File: src/design/ccdp_pkg.sv
`timescale 1ns / 1ps

package ccdp_pkg;

	// bus operation codes
	typedef enum logic [2:0] {
		OP_READ_AB  = 3'd0,
		OP_WRITE_AB = 3'd1,
		OP_READ_C   = 3'd2,
		OP_BSR_C    = 3'd3,
		OP_WRITE_C  = 3'd4,
		OP_SET_MODE = 3'd5
	} op_t;

	// timing mode register codes
	localparam logic [1:0] TM_SWAP = 2'd0;
	localparam logic [1:0] TM_DUAL = 2'd1;

	// mode byte bit positions
	localparam int MODE_A_IN  = 4;
	localparam int MODE_CH_IN = 3;
	localparam int MODE_B_IN  = 1;
	localparam int MODE_CL_IN = 0;

	// bit set/reset command: nibble select bit
	localparam int BSR_HIGH_BIT = 3;

	// one result of an access
	typedef struct packed {
		logic [7:0] rdata;
		logic       swap_cpu;
		logic       start_dual;
		logic       break_off;
	} res_t;

endpackage

File: src/design/ccdp_core.sv
`timescale 1ns / 1ps

module ccdp_core import ccdp_pkg::*; (
	input  logic       clk,
	input  logic       arst_n,
	input  logic       accept,
	input  logic [2:0] operation,
	input  logic       side,
	input  logic       port,
	input  logic [7:0] wdata,
	input  logic [1:0] timing_mode,
	output res_t       res
);

	// a/b index is {side, port}
	logic [3:0]       ab_is_input_q, ab_is_input_d;
	logic [3:0]       ab_full_q, ab_full_d;
	logic [3:0][7:0]  ab_latch_q, ab_latch_d;
	logic [1:0]       ch_is_input_q, ch_is_input_d;
	logic [1:0]       cl_is_input_q, cl_is_input_d;
	logic [1:0][3:0]  ch_nibble_q, ch_nibble_d;
	logic [1:0][3:0]  cl_nibble_q, cl_nibble_d;
	logic [1:0]       c_read_phase_q, c_read_phase_d;

	logic       other;
	logic [1:0] own;
	logic [1:0] peer;
	logic [1:0] bit_sel;
	logic       main_dual;
	logic [3:0] hi;
	logic [3:0] lo;

	assign other     = ~side;
	assign own       = {side, port};
	assign peer      = {~side, ~port};
	assign bit_sel   = wdata[2:1];
	assign main_dual = (timing_mode == TM_DUAL) && !side;
	assign hi = ch_is_input_q[side] ? cl_nibble_q[other] : ch_nibble_q[side];
	assign lo = cl_is_input_q[side] ? ch_nibble_q[other] : cl_nibble_q[side];

	always_comb begin
		res            = '0;
		ab_is_input_d  = ab_is_input_q;
		ab_full_d      = ab_full_q;
		ab_latch_d     = ab_latch_q;
		ch_is_input_d  = ch_is_input_q;
		cl_is_input_d  = cl_is_input_q;
		ch_nibble_d    = ch_nibble_q;
		cl_nibble_d    = cl_nibble_q;
		c_read_phase_d = c_read_phase_q;
		case (operation)
			OP_READ_AB: begin
				if (!ab_is_input_q[own]) begin
					res.rdata = ab_latch_q[own];
				end else begin
					if (ab_full_q[peer]) begin
						ab_full_d[peer] = 1'b0;
					end else if (main_dual) begin
						res.start_dual = 1'b1;
						res.break_off  = 1'b1;
					end
					res.rdata = ab_latch_q[peer];
				end
			end
			OP_WRITE_AB: begin
				if (!ab_full_q[own]) begin
					ab_full_d[own] = 1'b1;
				end else if (main_dual) begin
					res.start_dual = 1'b1;
					res.break_off  = 1'b1;
				end
				ab_latch_d[own] = wdata;
			end
			OP_READ_C: begin
				res.rdata = {hi, lo};
				c_read_phase_d[side] = ~c_read_phase_q[side];
				// phase goes to zero: flagged read
				if (c_read_phase_q[side]) begin
					if (timing_mode == TM_SWAP) begin
						res.swap_cpu  = 1'b1;
						res.break_off = 1'b1;
					end else if (main_dual) begin
						res.start_dual = 1'b1;
						res.break_off  = 1'b1;
					end
				end
			end
			OP_BSR_C: begin
				if (wdata[BSR_HIGH_BIT]) begin
					ch_nibble_d[side][bit_sel] = wdata[0];
				end else begin
					cl_nibble_d[side][bit_sel] = wdata[0];
				end
				if (main_dual) begin
					res.start_dual = 1'b1;
					res.break_off  = 1'b1;
				end
			end
			OP_WRITE_C: begin
				ch_nibble_d[side] = wdata[7:4];
				cl_nibble_d[side] = wdata[3:0];
				if (main_dual) begin
					res.start_dual = 1'b1;
					res.break_off  = 1'b1;
				end
			end
			OP_SET_MODE: begin
				ab_is_input_d[{side, 1'b0}] = wdata[MODE_A_IN];
				ab_is_input_d[{side, 1'b1}] = wdata[MODE_B_IN];
				ab_latch_d[{side, 1'b0}]    = '0;
				ab_latch_d[{side, 1'b1}]    = '0;
				ab_full_d[{side, 1'b0}]     = 1'b0;
				ab_full_d[{side, 1'b1}]     = 1'b0;
				ch_is_input_d[side]         = wdata[MODE_CH_IN];
				cl_is_input_d[side]         = wdata[MODE_CL_IN];
				ch_nibble_d[side]           = '0;
				cl_nibble_d[side]           = '0;
				c_read_phase_d[side]        = 1'b1;
			end
			default: begin
			end
		endcase
	end

	always_ff @(posedge clk or negedge arst_n) begin
		if (!arst_n) begin
			ab_is_input_q  <= 4'b0101;
			ab_full_q      <= '0;
			ab_latch_q     <= '0;
			ch_is_input_q  <= '0;
			cl_is_input_q  <= 2'b11;
			ch_nibble_q    <= '0;
			cl_nibble_q    <= '0;
			c_read_phase_q <= 2'b11;
		end else if (accept) begin
			ab_is_input_q  <= ab_is_input_d;
			ab_full_q      <= ab_full_d;
			ab_latch_q     <= ab_latch_d;
			ch_is_input_q  <= ch_is_input_d;
			cl_is_input_q  <= cl_is_input_d;
			ch_nibble_q    <= ch_nibble_d;
			cl_nibble_q    <= cl_nibble_d;
			c_read_phase_q <= c_read_phase_d;
		end
	end

endmodule

File: src/design/cross_coupled_dual_ppi.sv
`timescale 1ns / 1ps
// a result is valid the cycle after its request is accepted
// throughput: one request per cycle; the port state is updated at the accepting
//   edge and the result lands in a single output register, which takes a new
//   result whenever it is empty or being drained in the same cycle
// reset: arst_n clears all port state to its power-on values (A input, B output,
//   C-high output, C-low input, latches empty and zero) and timing_mode to zero
module cross_coupled_dual_ppi import ccdp_pkg::*; (
	input  logic       clk,
	input  logic       arst_n,
	// request channel
	input  logic       in_valid,
	output logic       in_ready,
	input  logic [2:0] operation,
	input  logic       side,
	input  logic       port,
	input  logic [7:0] wdata,
	// result channel
	output logic       out_valid,
	input  logic       out_ready,
	output logic [7:0] rdata,
	output logic       swap_cpu,
	output logic       start_dual,
	output logic       break_off,
	// timing mode register write
	input  logic       cfg_we,
	input  logic [1:0] cfg_wdata
);

	logic [1:0] timing_mode_q;
	logic       accept;
	res_t       res;
	res_t       res_q;
	logic       out_valid_q;

	// a request is taken when the result register is free or draining now
	assign in_ready = !out_valid_q || out_ready;
	assign accept   = in_valid && in_ready;

	// timing mode register, to be written by the user only while idle; the block itself does not enforce it
	always_ff @(posedge clk or negedge arst_n) begin
		if (!arst_n) begin
			timing_mode_q <= TM_SWAP;
		end else if (cfg_we) begin
			timing_mode_q <= cfg_wdata;
		end
	end

	// both port controllers and their crossed wiring
	ccdp_core u_core (
		.clk         (clk),
		.arst_n      (arst_n),
		.accept      (accept),
		.operation   (operation),
		.side        (side),
		.port        (port),
		.wdata       (wdata),
		.timing_mode (timing_mode_q),
		.res         (res)
	);

	// result register valid flag
	always_ff @(posedge clk or negedge arst_n) begin
		if (!arst_n) begin
			out_valid_q <= 1'b0;
		end else if (accept) begin
			out_valid_q <= 1'b1;
		end else if (out_ready) begin
			out_valid_q <= 1'b0;
		end
	end

	// result payload, loaded with each accepted request
	always_ff @(posedge clk) begin
		if (accept) begin
			res_q <= res;
		end
	end

	assign out_valid  = out_valid_q;
	assign rdata      = res_q.rdata;
	assign swap_cpu   = res_q.swap_cpu;
	assign start_dual = res_q.start_dual;
	assign break_off  = res_q.break_off;

endmodule
File: config.mk
export PLATFORM = sky130hd
export DESIGN_NAME = cross_coupled_dual_ppi
export DESIGN_NICKNAME = d
export VERILOG_FILES = /design/src/design/ccdp_pkg.sv /design/src/design/ccdp_core.sv /design/src/design/cross_coupled_dual_ppi.sv
export SDC_FILE = /design/constraint.sdc
export NUM_CORES = 1
export LEC_CHECK = 0
export BUFFER_PORTS_ARGS = -buffer_cell sky130_fd_sc_hd__clkbuf_2
export CAP_MARGIN = 20
export CORE_MARGIN = 2
export CORE_UTILIZATION = 25
export CTS_CLUSTER_SIZE = 10
export DETAILED_ROUTE_END_ITERATION = 10
export HOLD_SLACK_MARGIN = 0.02
export PLACE_DENSITY = 0.46
export SKIP_CTS_REPAIR_TIMING = 1
export SYNTH_ARGS = -nofsm -noshare
export SYNTH_HDL_FRONTEND = slang
export SYNTH_SLANG_ARGS = --single-unit
export TNS_END_PERCENT = 10
File: constraint.sdc
create_clock -name clk -period 1.55 [get_ports clk]
set_clock_uncertainty 0.05 [all_clocks]
set_input_delay 0.465 -clock clk [delete_from_list [all_inputs] [get_ports clk]]
set_output_delay 0.465 -clock clk [all_outputs]
set_load 0.05 [all_outputs]
## Word level (Yosys, flattened, before mapping)

Cells that the tools add are included.
W data, S select, Z words.

| operators by class | value |
|---|---|
| add/sub/neg operators | 0 |
| $mul | 0 |
| div/mod/pow operators | 0 |
| $lt $le $gt $ge | 13 |
| eq/ne operators | 11 |
| shift operators | 0 |
| mux-type cells | 81 |
| bitwise gates (word level) | 18 |
| reduce and logical (&&, ||, !) cells | 26 |

Operators with widths:

| cell | count |
|---|---|
| $and A32 B32 Y32 | 2 |
| $mux W8 | 8 |
| $pmux W32 S2 | 1 |
| $mux W4 | 15 |
| $pmux W8 S3 | 2 |
| $bmux W8 S2 | 2 |
| $bwmux W32 | 1 |
| $bwmux W8 | 4 |
| $not A24 Y32 | 1 |
| $not A32 Y32 | 1 |
| $mux W1 | 20 |
| $and A8 B8 Y8 | 2 |
| $demux W8 S1 | 2 |
| $demux W8 S2 | 1 |
| $pmux W8 S2 | 1 |
| $lt A2 B3 Y1 const B | 5 |
| $and A4 B4 Y4 | 3 |
| $pmux W4 S3 | 1 |
| $ge A2 B1 Y1 const B | 5 |
| $mux W2 | 5 |
| $bwmux W4 | 2 |
| $demux W4 S1 | 2 |
| $logic_and A1 B1 Y1 | 8 |
| $not A4 Y4 | 2 |
| other kinds (29) | 53 |

| storage, ports and cells | value |
|---|---|
| flip-flop bits (word level) | 76 |
| latch bits | 0 |
| memory bits (writable) | 0 |
| ROM bits | 0 |
| bits of input ports | 20 |
| output and inout port bits | 13 |
| word-level logic and storage cells | 168 |
| memories kept | 0 |

## Depth between registers and ports, before layout

Gate-level depths: netlist (run 1).

| logic depth | value |
|---|---|
| depth in word-level cells | 10 |
| gate-level depth with buffers | 7 |
| depth with buffers taken out | 5 |

## Cells and area by module

Synthesis (run 1) repeated with hierarchy kept, for this count alone.

| unflattened totals | value |
|---|---|
| cell total of the unflattened synthesis | 436 |
| area, all modules | 4421.7 um2 |

Modules (own cells, without submodules):

| module | instances | cells an instance | area an instance (um2) | sequential area each (um2) |
|---|---|---|---|---|
| ccdp_core | 1 | 417 | 3967.6 | 1559.0 |
| cross_coupled_dual_ppi | 1 | 19 | 454.2 | 405.4 |

## Worst setup path before layout (run 1)

Ideal clock, no wire load.

| timing | value |
|---|---|
| path type | register -> register |
| start | reg out_valid_q (netlist: out_valid) |
| end | reg u_core.c_read_phase_q[0] |
| library setup time | 81 ps |
| arrival time | 1893 ps |
| data required time | 1419 ps |
| setup slack | -475 ps |
| cell stages (with the launch flop) | 7 |
| path buffers | 1 |
| period minus slack after synthesis | 2025 ps |
| cell sequence | dfrtp_1 nand2b_1 buf_2 nand2_1 inv_1 a41oi_1 o211ai_1 |

| on the way | value |
|---|---|
| cells in the longest elaborated chain, start to end | 4 |

Ends and longest elaborated chain:

| what | line | RTL |
|---|---|---|
| start, declared | cross_coupled_dual_ppi.sv:34 | `logic out_valid_q;` |
| start signal, assigned | cross_coupled_dual_ppi.sv:65 | `out_valid_q <= 1'b0;` |
| start signal, assigned | cross_coupled_dual_ppi.sv:67 | `out_valid_q <= 1'b1;` |
| start signal, assigned | cross_coupled_dual_ppi.sv:69 | `out_valid_q <= 1'b0;` |
| $logic_not A1 Y1 | cross_coupled_dual_ppi.sv:37 | `assign in_ready = !out_valid_q \|\| out_ready;` |
| $logic_or A1 B1 Y1 | cross_coupled_dual_ppi.sv:37 |  |
| named net in_ready | cross_coupled_dual_ppi.sv:13 | `output logic in_ready,` |
| $logic_and A1 B1 Y1 | cross_coupled_dual_ppi.sv:38 | `assign accept = in_valid && in_ready;` |
| named net accept | cross_coupled_dual_ppi.sv:31 | `logic accept;` |
| $reduce_and A2 Y1 (no source line) | - |  |
| end signal, assigned | ccdp_core.sv:143 | `c_read_phase_q <= c_read_phase_d;` |
| end, declared | ccdp_core.sv:23 | `logic [1:0] c_read_phase_q, c_read_phase_d;` |

The timed path passes the listed nets, and every way through them passes these cells.
A chain may end at the register's enable or synchronous reset.

## Worst setup path after layout (run 1)

| timing | value |
|---|---|
| start | reg u_core.ab_is_input_q[2] |
| end | reg u_core.ab_full_q[0] |

| on the way | value |
|---|---|
| cells in the longest elaborated chain, start to end | 4 |

Ends and longest elaborated chain:

| what | line | RTL |
|---|---|---|
| start, declared | ccdp_core.sv:16 | `logic [3:0] ab_is_input_q, ab_is_input_d;` |
| start signal, assigned | ccdp_core.sv:136 | `ab_is_input_q <= ab_is_input_d;` |
| $bmux W1 S2 | ccdp_core.sv:53 | `if (!ab_is_input_q[own]) begin` |
| $mux W1 (not written as such) | ccdp_core.sv:53 |  |
| $ne A2 B1 Y1 (no source line) | - |  |
| $reduce_and A5 Y1 (no source line) | - |  |
| end signal, assigned | ccdp_core.sv:137 | `ab_full_q <= ab_full_d;` |
| end, declared | ccdp_core.sv:17 | `logic [3:0] ab_full_q, ab_full_d;` |

No other way between the ends. The select of a mux whose other input is x is not followed.

==> impl_metrics.tcl, run 1 <==
set metrics [dict create \
    start_util_pct 25.35 \
    worstPathRequired_ps 1710 \
    p_total_w 0.006186 \
    ys_seq_area_share_pct 41.70 \
    port_buffers 32 \
    synth_ff_type "dfrtp_1" \
    cts_tree "yes" \
    avgSynthCellArea_um2 11.03 \
    r2r_start "u_core.ab_is_input_q[2]" \
    drt_iter0_drc 343 \
    reg2reg_depth 5 \
    setup_viol_count_final 22 \
    fin_ws_ps -200.7 \
    cts_max_level 3 \
    maxCapViolCount 0 \
    grt_pass1_vias 3970 \
    maxSlewHeadroom_pct 66.39 \
    fmaxAchievable_mhz 571.2 \
    viasPerCell 5.312 \
    yosysWarnings 0 \
    r2r_end "u_core.ab_full_q[0]" \
    cts_sinks 76 \
    path_max_fanout 4 \
    worstSkewPairLatency_ps 340 \
    path_clk_slew_ps 60 \
    r2r_setup_slack_ps -200 \
    grt_setup_unrepaired "yes" \
    synth_edf_count 11 \
    violations "negative setup slack" \
    cp.arrival_ps 1910 \
    die_w_um 141.3 \
    chipHeight_um 141.3 \
    crit_chain "mux4_2 -> buf_4 -> a21oi_4 -> nor4_4 -> a41oi_1" \
    status "complete, but fails checks" \
    final_cell_mix "buf_4 (71), dfrtp_1 (58), mux2_2 (29), o22ai_1 (27), mux2i_1 (25)" \
    first_pass_iters 5 \
    power.leakage_nw 2.614 \
    routabilityCongestion 0.8429 \
    worstSetupStartpointType "flop" \
    numCtsBuffers 9 \
    async_reset_ff_share_pct 85.53 \
    setup-tns-final_ps -2297 \
    nFillCells 1850 \
    post-route-period-util_pct 112.9 \
    cts_root_buffer "clkbuf_16" \
    critPathMaxStageDelay_ps 530 \
    ys_ff_latch 76 \
    worst_slew_pin_slew_ps 503.7 \
    antenna_cells 0 \
    grt_max_degree 66 \
    worstSetupPathType "reg2reg" \
    layout.nets 534 \
    antenna_left 0 \
    pre_cts_ws_ps -656.1 \
    area_growth_pct 32.75 \
    gr-total-overflow 0 \
    drive_above_1_share_pct 45.09 \
    cp-end-kind "flop" \
    p_per_area_nw_per_um2 989.3 \
    hold_violations 0 \
    maxSlewViolCount 0 \
    slowest_stage "dfstp_2" \
    synth_cells 427 \
    rows 50 \
    drc 0 \
    coreArea_um2 18580 \
    hp-class "in2async" \
    die-area_um2 19960 \
    ir_drop_mv 0.6009 \
    hpwl_um 10540 \
    syn_nets 447 \
    num_vias 4000 \
    track_usage_pct 14.95 \
    pin_count 33 \
    wl_per_cell_um 19.58 \
    grt_pass1_wl_um 22710 \
    mostFrequentLayoutCell "buf_4" \
    clock_tree.buffer_depth 2 \
    period_minus_slack_ps 1751 \
    syn_area_um2 4711 \
    ys_types 56 \
    antenna_found_initial 0 \
    drt_wl_total_um 14740 \
]
[cell families after synthesis]
kind of cell / Yosys count / share of synthesized area, %
DFF: 76 / 41.70
buffers and inverters: 60 / 5.896
muxes: 81 / 22.84
AOI/OAI and AO/OA: 122 / 18.96
and+or+nand+nor: 88 / 10.60
[worst max-delay path: cells and delay by family (launching register included)]
| kind | cells | cell delay, ps |
|---|---|---|
| AOI/OAI and AO/OA | 2 | 210 |
| buffers and inverters | 1 | 140 |
| DFF | 1 | 530 |
| muxes | 1 | 310 |
| and+or+nand+nor | 1 | 380 |
[registers in the layout (all words and copies together) (netlist names)]
register and count:
u_core.cl_is_input_q 2, timing_mode_q 2, u_core.ab_is_input_q 4, swap_cpu 1
u_core.ch_nibble_q 8, out_valid 1, break_off 1, rdata 8
u_core.ch_is_input_q 2, u_core.c_read_phase_q 2, u_core.ab_full_q 4, u_core.cl_nibble_q 8
u_core.ab_latch_q 32, start_dual 1
[how the worst max path moves through the flow]
stage               slack, ps                     from             endpoint  cells after the start
floorplan                -360                     port            break_off                      6
global placement         -590                     port             rdata[4]                      5
detailed placement       -660                     port             rdata[4]                      5
CTS                      -340  u_core.ab_is_input_q[3]             rdata[4]                      4
global route             -280  u_core.ab_is_input_q[2]  u_core.ab_full_q[0]                      5
finish                   -200  u_core.ab_is_input_q[2]  u_core.ab_full_q[0]                      5
[metal layers]
layer / wire length [µm] / track usage [%] / vias up
met4: 250 / 5.947 / 0
met2: 6943 / 23.20 / 124
met3: 747 / 2.767 / 18
met5: 0 / 0 / -
met1: 6799 / 20.69 / 2042
li1: - / - / 1816
[cells in the mapped netlist (all sizes together) (3+ instances only)]
cell     instances  share of area, %
nor2            29               2.3
nand2           13               1.0
a22o            16               3.0
nor3b            5              0.80
mux2            32               7.6
dfstp            6               3.3
a32oi           11               2.0
buf             27               3.3
nand4            3              0.40
and4             3              0.56
mux4            18               8.6
a21oi           19               2.3
mux2i           31               6.6
a41oi            3              0.56
inv             17               1.4
nor3             6              0.85
nor2b            8               1.1
dfrtp           59                31
o22ai           31               4.2
a31oi            7              0.93
o31ai            4              0.64
nand2b           5              0.66
a21o             5              0.80
a2bb2oi          3              0.56
a221o            4              0.85
clkbuf          15               1.2
o21ai           10               1.1
o211ai           3              0.69
edfxtp          11               7.0
and2             3              0.40
[power breakdown]
part | total (W) | internal (W) | switching [W]
clock network | 0.00202 | 0.00117 | 0.000849
logic | 0.00163 | 0.000847 | 0.000781
registers | 0.00254 | 0.00229 | 0.000246
[stage by stage]
| stage | hold WS (ps) | instance area, µm² | cells | utilization (%) |
|---|---|---|---|---|
| 4_1_cts | 104.8 | 5982 | 749 | 32.20 |
| 2_1_floorplan | 119.4 | 4775 | 427 | - |
| 3_5_place_dp | 456.0 | 5708 | 733 | 30.72 |
| 5_1_grt | 125.1 | 6254 | 753 | 33.66 |
| 6_report | 87.64 | 6254 | 753 | 33.66 |
| 3_3_place_gp | 436.7 | 5708 | 733 | 30.72 |
[area by class of cell]
| class | instances | area [µm²] | share of cell area (%) |
|---|---|---|---|
| multi-input combinational | 291 | 2686 | 42.96 |
| sequential | 76 | 1966 | 31.43 |
| timing repair buffer | 118 | 963.4 | 15.41 |
| tap | 234 | 292.8 | 4.682 |
| clock buffer | 14 | 264.0 | 4.222 |
| inverter | 18 | 71.32 | 1.140 |
| clock inverter | 2 | 10.01 | 0.1601 |
Power figures use the tool's default switching activity.
==> run 2, diff against run 1 <==
--- a/config.mk
+++ b/config.mk
@@ -8,12 +8,13 @@
 export BUFFER_PORTS_ARGS = -buffer_cell sky130_fd_sc_hd__clkbuf_2
 export CAP_MARGIN = 20
 export CORE_MARGIN = 2
-export CORE_UTILIZATION = 25
+export CORE_UTILIZATION = 55
 export CTS_CLUSTER_SIZE = 10
 export DETAILED_ROUTE_END_ITERATION = 10
 export HOLD_SLACK_MARGIN = 0.02
-export PLACE_DENSITY = 0.46
+export PLACE_DENSITY = 0.82
 export SKIP_CTS_REPAIR_TIMING = 1
+export SKIP_LAST_GASP = 1
 export SYNTH_ARGS = -nofsm -noshare
 export SYNTH_HDL_FRONTEND = slang
 export SYNTH_SLANG_ARGS = --single-unit
==> run 2 against run 1 <==
- the run still ends with negative setup slack left
- clock power shrank 19%
- fmax is 4.1% lower
- global-route usage is 15 points higher
- via count up 4.1%
==> impl_metrics.tcl, run 2 (synthesis results as in run 1) <==
set metrics [dict create \
    routabilityCongestion 0.9169 \
    die_w_um 96.55 \
    r2r_setup_slack_ps -280 \
    hpwl_um 9402 \
    drt_iter0_drc 337 \
    path_clk_slew_ps 90 \
    cts_max_level 3 \
    antenna_found_initial 0 \
    antenna_left 0 \
    status "complete, but fails checks" \
    die-area_um2 9321 \
    numCtsBuffers 9 \
    cp-end-kind "flop" \
    drc 0 \
    pre_cts_ws_ps -542.0 \
    chipHeight_um 96.55 \
    setup_viol_count_final 42 \
    p_per_area_nw_per_um2 981.2 \
    multi_input_area_um2 2522 \
    num_vias 4162 \
    path_max_fanout 4 \
    cts_sinks 76 \
    regMostFlops "u_core.ab_latch_q" \
    use_met3_pct 5.663 \
    worstSkewPairLatency_ps 360 \
    pin_count 33 \
    grt_max_degree 48 \
    ir_drop_mv 0.5453 \
    layout.nets 528 \
    grt-busiest-layer "met2" \
    cts_root_buffer "clkbuf_8" \
    maxSlewViolCount 0 \
    worstSetupStartpointType "flop" \
    fmaxAchievable_mhz 547.7 \
    period_minus_slack_ps 1826 \
    worst_slew_pin_slew_ps 433.0 \
    mostFrequentLayoutCell "buf_4" \
    placed_cells 598 \
    stdcell_area_um2 5787 \
    start_util_pct 57.05 \
    cts_tree "yes" \
    fin_ws_ps -275.8 \
    largest_register_ff_count 32 \
    maxSlewHeadroom_pct 71.05 \
    first_pass_iters 5 \
    hold_violations 0 \
    hp-class "in2async" \
    post-route-period-util_pct 117.8 \
    port_buffers 32 \
    antenna_cells 0 \
    final_cell_mix "buf_4 (70), dfrtp_1 (58), mux2i_1 (31), clkbuf_2 (31), o22ai_1 (30)" \
    maxCapViolCount 0 \
    grt_pass1_vias 4123 \
    area_growth_pct 22.84 \
    wl_per_cell_um 21.38 \
    violations "negative setup slack" \
    clock_tree.buffer_depth 2 \
    gr-total-overflow 0 \
    drt_wl_total_um 13210 \
    worstPathRequired_ps 1600 \
    placed_cell_area_um2 5514 \
    track_usage_pct 30.19 \
    use_met1_pct 39.36 \
    nFillCells 586 \
    power.leakage_nw 2.514 \
    instances_no_fill 618 \
    coreArea_um2 8258 \
    grt_setup_unrepaired "yes" \
    register_area_um2 1966 \
    hold_slack_ps 56.79 \
    drive_above_1_share_pct 38.99 \
    grt_pass1_wl_um 21070 \
    rows 33 \
    viasPerCell 6.735 \
    cp.arrival_ps 1880 \
    met2_usage_pct 50.64 \
    worstSetupPathType "reg2reg" \
]
run 2: metrics by stage:
step           utilization [%]  TNS [ps]  total power (W)
3_5_place_dp             66.77    -27850         0.003988
5_1_grt                  70.08     -7391         0.005883
3_3_place_gp             66.77    -25080         0.003908
4_1_cts                  69.35     -5671         0.005603
6_report                 70.08     -4388         0.005678
2_1_floorplan                -    -11820         0.003457
run 2: area by class of cell:
cell class / count / area share [%]
repair buffers: 112 / 15.26
clock buffers: 11 / 2.638
multi-input cells: 291 / 43.59
clock inverters: 5 / 1.038
well taps: 105 / 2.270
inverters: 18 / 1.232
flip-flops and latches: 76 / 33.97
run 2: worst paths after layout:
check                                        startpoint                  endpoint  cells past startpoint
worst max-delay path            u_core.ab_is_input_q[3]                  rdata[7]                      5
worst max register to register  u_core.ab_is_input_q[3]                  rdata[7]                      5
min in group clk                           cfg_wdata[1]          timing_mode_q[1]                      2
worst min register to register  u_core.ab_is_input_q[1]   u_core.ab_is_input_q[1]                      1
worst min-delay path                             arst_n     u_core.ab_latch_q[23]                      2
max in group asynchronous                        arst_n  u_core.c_read_phase_q[0]                      2
run 2: worst max-delay path, cell delays in order (launching register included):
cell     delay, ps
dfrtp_1        390
mux4_2         550
buf_4          180
buf_12         120
mux2i_1        180
o22ai_1        110
run 2: where the power goes:
part,total (W),switching (W),internal (W)
clock network,0.00163,0.000787,0.000846
registers,0.00255,0.000258,0.00229
logic,0.00150,0.000716,0.000782
total,0.00568,0.00176,0.00392
run 2: per-layer routing:
layer  share of wire (%)  up-vias
li1                    -     1809
met1                  42     2091
met2                  49      230
met3                 7.2       32
met4                 2.2        0
met5                   0        -
==> run 3, diff against run 2 <==
--- a/config.mk
+++ b/config.mk
@@ -5,7 +5,7 @@
 export SDC_FILE = /design/constraint.sdc
 export NUM_CORES = 1
 export LEC_CHECK = 0
-export BUFFER_PORTS_ARGS = -buffer_cell sky130_fd_sc_hd__clkbuf_2
+export BUFFER_PORTS_ARGS = -buffer_cell sky130_fd_sc_hd__buf_2
 export CAP_MARGIN = 20
 export CORE_MARGIN = 2
 export CORE_UTILIZATION = 55
==> run 3 against run 2 <==
- the flow still finishes with violations (negative setup slack)
- sequential share of layout area rose by 0.29 points
- sequential cell count did not move
- via count decreased by 0.96%
- wire length down 2.2%
- total power is 0.65% higher
- design area down 0.84%
- worst setup slack gained 65 ps
- global-route usage fell by 1.3 points
- core utilization shrank 0.59 points
- combinational power fell by 6%
- non-clock buffer count shrank 4
- first-iteration DRC count increased by 30%
- largest cell class unchanged
==> impl_metrics.tcl, run 3 (synthesis results as in run 1) <==
set metrics [dict create \
    drt_wl_total_um 12930 \
    power.leakage_nw 2.481 \
    comb_power_share_pct 24.8 \
    port_buffers 32 \
    final_cell_mix "buf_4 (72), dfrtp_1 (58), mux2i_1 (31), o22ai_1 (30), buf_2 (30)" \
    chipHeight_um 96.55 \
    area_growth_pct 21.81 \
    p_clk_share_pct 30.8 \
    seq_power_share_pct 44.5 \
    cp-end-kind "flop" \
    final_core_util_pct 69.48 \
    mostFrequentLayoutCell "buf_4" \
    grt_pass1_wl_um 20050 \
    worstPathRequired_ps 1590 \
    cp.arrival_ps 1800 \
    drt_iter0_drc 437 \
    status "complete, but fails checks" \
    fmaxAchievable_mhz 568.0 \
    cts_max_level 3 \
    layout.nets 524 \
    grt_max_degree 66 \
    grt_pass1_vias 3784 \
    viasPerCell 6.713 \
    wl_per_cell_um 21.05 \
    cts_tree "yes" \
    hp-class "in2async" \
    worstSkewPairLatency_ps 350 \
    antenna_left 0 \
    start_util_pct 57.05 \
    path_max_fanout 3 \
    routabilityCongestion 0.8954 \
    pin_count 33 \
    cts_sinks 76 \
    setup_viol_count_final 30 \
    die_w_um 96.55 \
    pre_cts_ws_ps -492.1 \
    drive_above_1_share_pct 38.90 \
    setup-tns-final_ps -2553 \
    maxSlewHeadroom_pct 75.72 \
    maxSlewViolCount 0 \
    fin_ws_ps -210.6 \
    grt_setup_unrepaired "yes" \
    hpwl_um 8975 \
    worstSetupStartpointType "flop" \
    worstSetupPathType "reg2reg" \
    coreArea_um2 8258 \
    p_sw_share_pct 29.80 \
    instances_no_fill 614 \
    numCtsBuffers 9 \
    gr-total-overflow 0 \
    hold_violations 0 \
    track_usage_pct 28.85 \
    period_minus_slack_ps 1761 \
    path_clk_slew_ps 80 \
    die-area_um2 9321 \
    regMostFlops "u_core.ab_latch_q" \
    post-route-period-util_pct 113.6 \
    worst_slew_pin_slew_ps 360.3 \
    clock_tree.buffer_depth 2 \
    num_vias 4122 \
    placed_cells 597 \
    maxCapViolCount 0 \
    p_per_area_nw_per_um2 996.0 \
    ir_drop_mv 0.5402 \
    rows 33 \
    cts_root_buffer "clkbuf_8" \
    violations "negative setup slack" \
    antenna_found_initial 0 \
    first_pass_iters 6 \
    power.internal_w 0.004012 \
    drc 0 \
    p_switching_w 0.001703 \
    p_total_w 0.005715 \
    largest_register_ff_count 32 \
    antenna_cells 0 \
]
==> run 3: per-layer routing <==
| metal | track usage (%) | share of wire (%) | vias to the layer above | routed length, µm |
|---|---|---|---|---|
| met5 | 0 | 0 | - | 0 |
| met4 | 10.45 | 2.7 | 0 | 351 |
| met3 | 4.888 | 7.9 | 36 | 1019 |
| met2 | 45.25 | 47 | 224 | 6052 |
| met1 | 40.67 | 43 | 2060 | 5502 |
| li1 | - | - | 1802 | - |
==> run 3: area by class of cell <==
cell class / count / area (µm²)
timing repair buffer: 108 / 785.8
fill: 578 / 2520
clock inverter: 6 / 85.08
inverter: 18 / 71.32
clock buffer: 10 / 148.9
sequential: 76 / 1966
multi-input combinational: 291 / 2550
tap: 105 / 131.4
==> run 3: final timing paths <==
kind                                         start                  endpoint  slack [ps]  cells past startpoint
max                        u_core.ab_is_input_q[1]                 break_off        -210                      4
min                                         arst_n     u_core.cl_nibble_q[7]          70                      2
max reg2reg                u_core.ab_is_input_q[1]                 break_off        -210                      4
min reg2reg                u_core.ab_is_input_q[3]   u_core.ab_is_input_q[3]         460                      1
max in group asynchronous                   arst_n  u_core.c_read_phase_q[0]        1050                      2
min in group clk                      cfg_wdata[0]          timing_mode_q[0]         300                      2
==> run 3: worst max-delay path, cell delays in order (launching register included) <==
cell and delay (ps):
dfrtp_1 390, mux4_2 530, nor3b_1 190, a211oi_2 260, o21bai_1 90
==> run 3: metrics by stage <==
stage	hold WS, ps	area, µm²
3_5_place_dp	441.9	5441
2_1_floorplan	119.4	4775
6_report	66.67	5738
5_1_grt	93.71	5738
3_3_place_gp	434.1	5441
4_1_cts	83.35	5675
==> run 3: power groups by stage <==
stage	combinational (W)	clock (W)	sequential [W]
6_report	0.00141	0.00176	0.00254
5_1_grt	0.00150	0.00186	0.00256
4_1_cts	0.00138	0.00178	0.00253
3_5_place_dp	0.00137	0	0.00256
3_3_place_gp	0.00133	0	0.00255
2_1_floorplan	0.000928	0	0.00253
